==> config.mk <==
export PLATFORM = sky130hd
export DESIGN_NAME = oisl_sqrt
export DESIGN_NICKNAME = d
export VERILOG_FILES = /design/src/oisl_pkg.sv /design/src/oisl_sqrt.sv
export SDC_FILE = /design/constraint.sdc
export NUM_CORES = 2
export LEC_CHECK = 0
export BUFFER_PORTS_ARGS = -buffer_cell sky130_fd_sc_hd__buf_2
export CAP_MARGIN = 30
export CORE_UTILIZATION = 45
export CTS_CLUSTER_DIAMETER = 60
export DETAILED_ROUTE_END_ITERATION = 8
export SLEW_MARGIN = 25
export SYNTH_ARGS = -nofsm -noshare
export SYNTH_HDL_FRONTEND = slang
export SYNTH_MEMORY_MAX_BITS = 65536
export SYNTH_SLANG_ARGS = --single-unit
==> constraint.sdc <==
create_clock -name clk -period 9.5 [get_ports clk]
set_input_delay 1.425 -clock clk [delete_from_list [all_inputs] [get_ports clk]]
set_output_delay 1.425 -clock clk [all_outputs]
set_load 0.02 [all_outputs]
==> src/oisl_pkg.sv <==
// ----------------------------------------------------------------------------
// oisl_pkg
// Shared types and constants for the unit sphere lifting pipeline.
// ----------------------------------------------------------------------------
`default_nettype none

package oisl_pkg;

  // fixed point constants
  localparam logic [32:0] OneQ32  = 33'h1_0000_0000;
  localparam logic [17:0] XiReset = 18'd65536;
  localparam logic [33:0] OutMax  = 34'd131072;
  localparam logic [18:0] InvZ    = 19'd65536;

  // per item sideband that rides along the sqrt and divide pipelines
  typedef struct packed {
    logic               inv;
    logic signed [23:0] x;
    logic signed [23:0] y;
    logic [47:0]        r2;
  } side_t;

endpackage

`default_nettype wire

==> src/oisl_sqrt.sv <==
// ----------------------------------------------------------------------------
// oisl_sqrt
// Pipelined integer square root, one result bit per register stage.
// ----------------------------------------------------------------------------
`default_nettype none

module oisl_sqrt (
  input  wire logic           clk,
  input  wire logic           rst,
  input  wire logic           en,
  input  wire logic           in_valid,
  input  wire logic [47:0]    in_rad,
  input  wire oisl_pkg::side_t in_side,
  output logic                out_valid,
  output logic [23:0]         out_root,
  output oisl_pkg::side_t     out_side
);

  localparam int Steps = 24;

  logic [47:0]     rem_q  [1:Steps];
  logic [47:0]     res_q  [1:Steps];
  oisl_pkg::side_t side_q [1:Steps];
  logic            vld_q  [1:Steps];

  for (genvar k = 0; k < Steps; k++) begin : g_step
    localparam logic [47:0] Bit = 48'(1) << (2 * (Steps - 1 - k));
    logic [47:0]     rem_in;
    logic [47:0]     res_in;
    oisl_pkg::side_t side_in;
    logic            vld_in;
    logic [47:0]     trial;

    // step input comes from the port or the previous stage
    if (k == 0) begin : g_first
      assign rem_in  = in_rad;
      assign res_in  = '0;
      assign side_in = in_side;
      assign vld_in  = in_valid;
    end else begin : g_next
      assign rem_in  = rem_q[k];
      assign res_in  = res_q[k];
      assign side_in = side_q[k];
      assign vld_in  = vld_q[k];
    end

    assign trial = res_in + Bit;

    // valid bit
    always_ff @(posedge clk) begin
      if (rst) begin
        vld_q[k+1] <= 1'b0;
      end else if (en) begin
        vld_q[k+1] <= vld_in;
      end
    end

    // one root digit per stage
    always_ff @(posedge clk) begin
      if (en) begin
        side_q[k+1] <= side_in;
        if (rem_in >= trial) begin
          rem_q[k+1] <= rem_in - trial;
          res_q[k+1] <= (res_in >> 1) + Bit;
        end else begin
          rem_q[k+1] <= rem_in;
          res_q[k+1] <= res_in >> 1;
        end
      end
    end
  end

  assign out_valid = vld_q[Steps];
  assign out_root  = res_q[Steps][23:0];
  assign out_side  = side_q[Steps];

endmodule

`default_nettype wire

# [After elaboration in Yosys (flattened, before gate mapping)]
# Memories as Yosys holds them, arrays and structs flattened.
# Index checks and enable logic that the tools add are counted.
[totals] mem_bits_ro=0 regBits=0 latch_bits=0 input_bits=149 n_memories=4 word_cells=392 out_inout_bits=122 ram_bits=4656
[memory_table] name="side_q" words=24 word_bits=97 read_ports=24 rd_ports_with_merged_regs=0 wr=24 line="oisl_sqrt.sv:23" rtl="oisl_pkg::side_t side_q [1:Steps];"
[memory_table] name="rem_q" words=24 word_bits=48 read_ports=23 rd_ports_with_merged_regs=0 wr=24 line="oisl_sqrt.sv:21" rtl="logic [47:0] rem_q [1:Steps];"
[memory_table] name="res_q" words=24 word_bits=48 read_ports=24 rd_ports_with_merged_regs=0 wr=24 line="oisl_sqrt.sv:22" rtl="logic [47:0] res_q [1:Steps];"
[memory_table] name="vld_q" words=24 word_bits=1 read_ports=24 rd_ports_with_merged_regs=0 wr=24 line="oisl_sqrt.sv:24" rtl="logic vld_q [1:Steps];"
[classes] bitwise_logic=72 reduce_logical=0 order_cmp=24 muxes=222 n_div=0 add_sub_neg=70 eq_ne=0 shifts=0 multipliers=0
[op_table] cell="$mux 48" n=48
[op_table] cell="$ge 48x48->1" n=23
[op_table] cell="$sub 48x48->48" n=23
[op_table] cell="$mux 1" n=174
[op_table] cell="$or 1x1->1" n=72
[op_table] cell="$add 47x1->48 const B" n=1
[op_table] cell="$add 47x11->48 const B" n=1
[op_table] cell="$add 47x13->48 const B" n=1
[op_table] cell="$add 47x15->48 const B" n=1
[op_table] cell="$add 47x17->48 const B" n=1
[op_table] cell="$add 47x19->48 const B" n=1
[op_table] cell="$add 47x21->48 const B" n=1
[op_table] cell="$add 47x23->48 const B" n=1
[op_table] cell="$add 47x25->48 const B" n=1
[op_table] cell="$add 47x27->48 const B" n=1
[op_table] cell="$add 47x29->48 const B" n=1
[op_table] cell="$add 47x3->48 const B" n=1
[op_table] cell="$add 47x31->48 const B" n=1
[op_table] cell="$add 47x33->48 const B" n=1
[op_table] cell="$add 47x35->48 const B" n=1
[op_table] cell="$add 47x37->48 const B" n=1
[op_table] cell="$add 47x39->48 const B" n=1
[op_table] cell="$add 47x41->48 const B" n=1
[op_table] cell="$add 47x43->48 const B" n=1
[op_table] cell="29 further kinds" n=29

# [Logic depth before layout (Yosys ltp)]
# An unclocked memory read counts as a cell.
[logic_depth] ltp_word=7 depth_mapped=14 depth_no_buf=11

# [Worst setup path before layout]
# OpenSTA, ideal clock, no wires.
[synth_timing] path_kind="input -> register" start="input port en" end="register, netlist name rem_q[5][144]" t_arrival_ns=4.163 path_slack_ns=4.883 required_time_ns=9.046 setup_ns=0.454 stages=4 path_cell_list="clkbuf_1 > clkbuf_1 > clkbuf_1 > clkbuf_1"
[synth_lines] item="from (decl)" line="oisl_sqrt.sv:10" rtl="input wire logic en,"

==> results.md <==
- Status: finished clean
- Worst path bufs/invs: 0
- Initial Util: between 40% and 50%
- Via count: ~63000
- RePlAce Congestion: between 0.9 and 1
- H-tree depth: 5
- WL/cell: 17.2 um
- Setup-failing EPs final: 0
- Min Clock Period, post-route: 4.27 ns
- CP top delay family: simple AND/OR/NAND/NOR gates
- Switching Power: between 8000 and 9000 uW
- Pleak: 0.0555 uW
- Clk buf depth: 4
- Pin count of the biggest net entering global routing: between 150 and 200
- Die Width: roughly 550 um
- Post-DRT Antenna Nets: 0
- Root buf cell: clkbuf_16
- Post-synthesis mux area share: less than 1%
- Async SR Flop Fraction: 0%
- Sequential Power Share: a little over half
- TritonCTS clock tree: done
- Critical-path cell list: ha_1 > and2_1 > nand4_1 > or4b_2 > o221ai_2 > o21ai_0 > or4_1 > nor4_1 > xor2_1
- First-pass GRT wire length: 341000 um
- Worst-Margin Slew: between 1 and 1.5 ns
- Die Footprint: approximately 300000 um2
- Final worst-path cycle share: 45.0%
- Clk_lat worst skew: 0.93 ns
- Post-CTS setup buffer count: 0
- Post-Syn Nets: between 8000 and 9000
- Vias per cell: ~5
- Xor/xnor cell area share of the yosys netlist: approximately 3%
- Startpoint types: flop
- Register area: 113000 um2
- Initial antenna violation count: 4
- IO Port Bufs: 270
- Setup TNS: 0 ns
- CTS Buf Count: 387
- Sequential cell area fraction in the yosys report: around 82%
- Max_cap viols: 0
- Slowest Stage Delay on Critical Path: ~0.8 ns
- Int Power: approximately 30000 uW
- Global route overflow: 0
- Number of global-route vias before repair: between 60000 and 70000
- Main combinational cell family by area after synthesis: simple AND/OR/NAND/NOR gates
- Main synth FF type: edfxtp_1
- Clock Power Share: between 30% and 40%
- Final Max Tran Viols: 0
- Sw frac: a little under a quarter
- WL final: between 200000 and 250000 um
- Slew headroom: roughly 28%
- # fillers: between 20000 and 25000
- FP Rows: a little over 200
- Distinct cell type count after synthesis: 86
- Area of the multi-input gates: around 23000 um2
- Clk sink count: 3756
- Max IR drop VDD: just over 0.2 mV
- Synth Area in Adders: under 10%
- Flops & latches, synth: 3756
- Share of cells above drive strength 1: around 11%
- Layout Skew: 0.0797 ns
- DP Wirelength: roughly 140000 um
- Simple-Gate Fraction of Synth Area: about 6.0%
- DRT Pass-1 Iters: 6
- PwrDens: 246 nW/um2
- Synthesis-to-finish area growth: 14.1%
- Ys Warns: 0
- Synth Cell Area: between 100000 and 150000 um2
- Hold-fix buffers, CTS: 0
- Gate power share: ~8.3%
- # IOs: around 270
- Syn Area/Cell: 18.0 um2
- Data arrival time of the worst path: 4.88 ns
- Compound-Gate Fraction of Synth Area: between 4 and 5%
- Die Y: 555 um
- DRC: 0
- Fin. Hold Viols: 0
- Fmax: around 0.23 GHz
- Final #Nets: around 8700
- Hold/Removal Path Class: reg2reg
- Core area: 303000 um2
- Number of DRC markers in iteration 0: ~4500
- RSZ-0062 raised after global routing: false
- Mapped Cells: between 7000 and 8000
- Critical Path Fanout Max: 22
- Critical path endpoint category: flop
- GRT Total Usage: 13.8%
- Critical path class: reg2reg
- PnR Total Power: 38500 uW
- Clock-pin slew on the worst setup and hold paths: roughly 0.06 ns
- Number of flops mapped to enable cells by yosys: 3756
- PostCTS Resize Cnt: 0
- CP max-delay cell: o221ai_2
- Critical path data required time: between 10 and 15 ns
-- final timing paths --
check	start	endpoint	slack, ns	depth (start not counted)
worst min-delay path	side_q[2][687]	side_q[3][8]	0.35	0
worst min register to register	side_q[2][687]	side_q[3][8]	0.35	0
worst max-delay path	rem_q[2][130]	rem_q[2][190]	5.23	9
worst max register to register	rem_q[2][130]	rem_q[2][190]	5.23	9
-- cell families after synthesis --
group                    after synthesis
flip-flops                          3756
AND/OR/NAND/NOR                     1588
AO/OA/AOI/OAI                        924
buffers and inverters                494
XOR/XNOR                             482
adder cells (fa/ha/maj)              322
multiplexers                          48
-- layout by cell type, fill, tap and decap left out, types with 29 or more instances in the layout --
cell       count
nand2_1      418
or3_1         53
nor4b_1       31
clkbuf_1      77
and2_1        37
nor3_1       147
a21o_1       100
buf_4         38
a21oi_1      245
buf_2        270
inv_1        385
o21a_1        46
or4_1         34
o21bai_1      29
nor2_1       282
mux2_2        39
nand3_1       72
nand2b_1      69
nand4_1       82
xnor2_1      220
ha_1         322
clkinv_2      63
xor2_1       262
o21ai_0      291
clkbuf_16    388
bufinv_16     37
clkinv_1      79
nor2b_1       45
nor4_1       199
edfxtp_1    3756
-- sequential cells by signal (all words and copies together) (netlist names) --
name / count
rem_q: 1104
res_q: 300
side_q: 2328
vld_q: 24
-- final cells by class --
cell class / count / area share, %
diodes: 1 / 0.00160
clock buffers: 465 / 6.38
clock inverters: 241 / 1.68
inverters: 385 / 0.922
multi-input cells: 3364 / 14.5
flip-flops and latches: 3756 / 72.0
well taps: 3978 / 3.18
repair buffers: 333 / 1.33
-- worst reg2reg max path, stage by stage, from the launching register on --
cell      delay [ns]
edfxtp_1        0.48
ha_1            0.40
and2_1          0.22
nand4_1         0.13
or4b_2          0.64
o221ai_2        0.78
o21ai_0         0.28
or4_1           0.63
nor4_1          0.31
xor2_1          0.11
-- routing by layer --
| layer | wire length, um | vias up | global-route usage [%] |
|---|---|---|---|
| li1 | - | 30600 | - |
| met4 | 10900 | 0 | 7.33 |
| met2 | 109000 | 1358 | 24.3 |
| met5 | 0 | - | 0 |
| met3 | 7590 | 611 | 2.03 |
| met1 | 87700 | 30700 | 16.2 |
-- stage by stage --
stage               hold WS [ns]  worst slack, ns  cell area, um2  cells  util (%)
finish                     0.354             5.23          157000  12500      51.7
detailed placement         0.405             4.38          144000  11800      47.4
global placement           0.400             4.44          144000  11800      47.4
CTS                        0.341             5.24          157000  12500      51.6
global route               0.352             5.05          157000  12500      51.7
floorplan                  0.400             4.88          137000   7614         -
-- power groups by stage --
stage	clock [uW]	combinational, uW	sequential (uW)
floorplan	0	2250	20700
global placement	0	3070	20900
detailed placement	0	3170	21000
CTS	15200	3180	20600
global route	15800	3560	20700
finish	14700	3200	20600
-- synth_stat cells, types with 20 or more instances --
cell type  number  share of area (%)
and2_1         37               0.17
nor4b_1        31               0.20
xnor2_1       220                1.4
inv_1         385                1.1
ha_1          322                2.9
clkbuf_1       95               0.26
o21bai_1       29               0.16
a21o_1        100               0.55
nand4_1        82               0.37
xor2_1        262                1.7
a31oi_1        27               0.12
nand2b_1       69               0.31
nor3_1        147               0.54
o21a_1         46               0.25
or3_1          53               0.24
o21ai_0       291                1.1
a21oi_1       245               0.89
nand4b_1       20               0.13
or4_1          34               0.19
nor2b_1        46               0.21
nor2_1        282               0.77
nor4_1        199               0.91
edfxtp_1     3756                 82
nand3_1        72               0.26
and3_1         23               0.10
a211oi_1       23               0.13
o31ai_1        27               0.15
mux2_2         39               0.32
nand2_1       419                1.1
No activity file was read; power rests on OpenSTA's default activity.
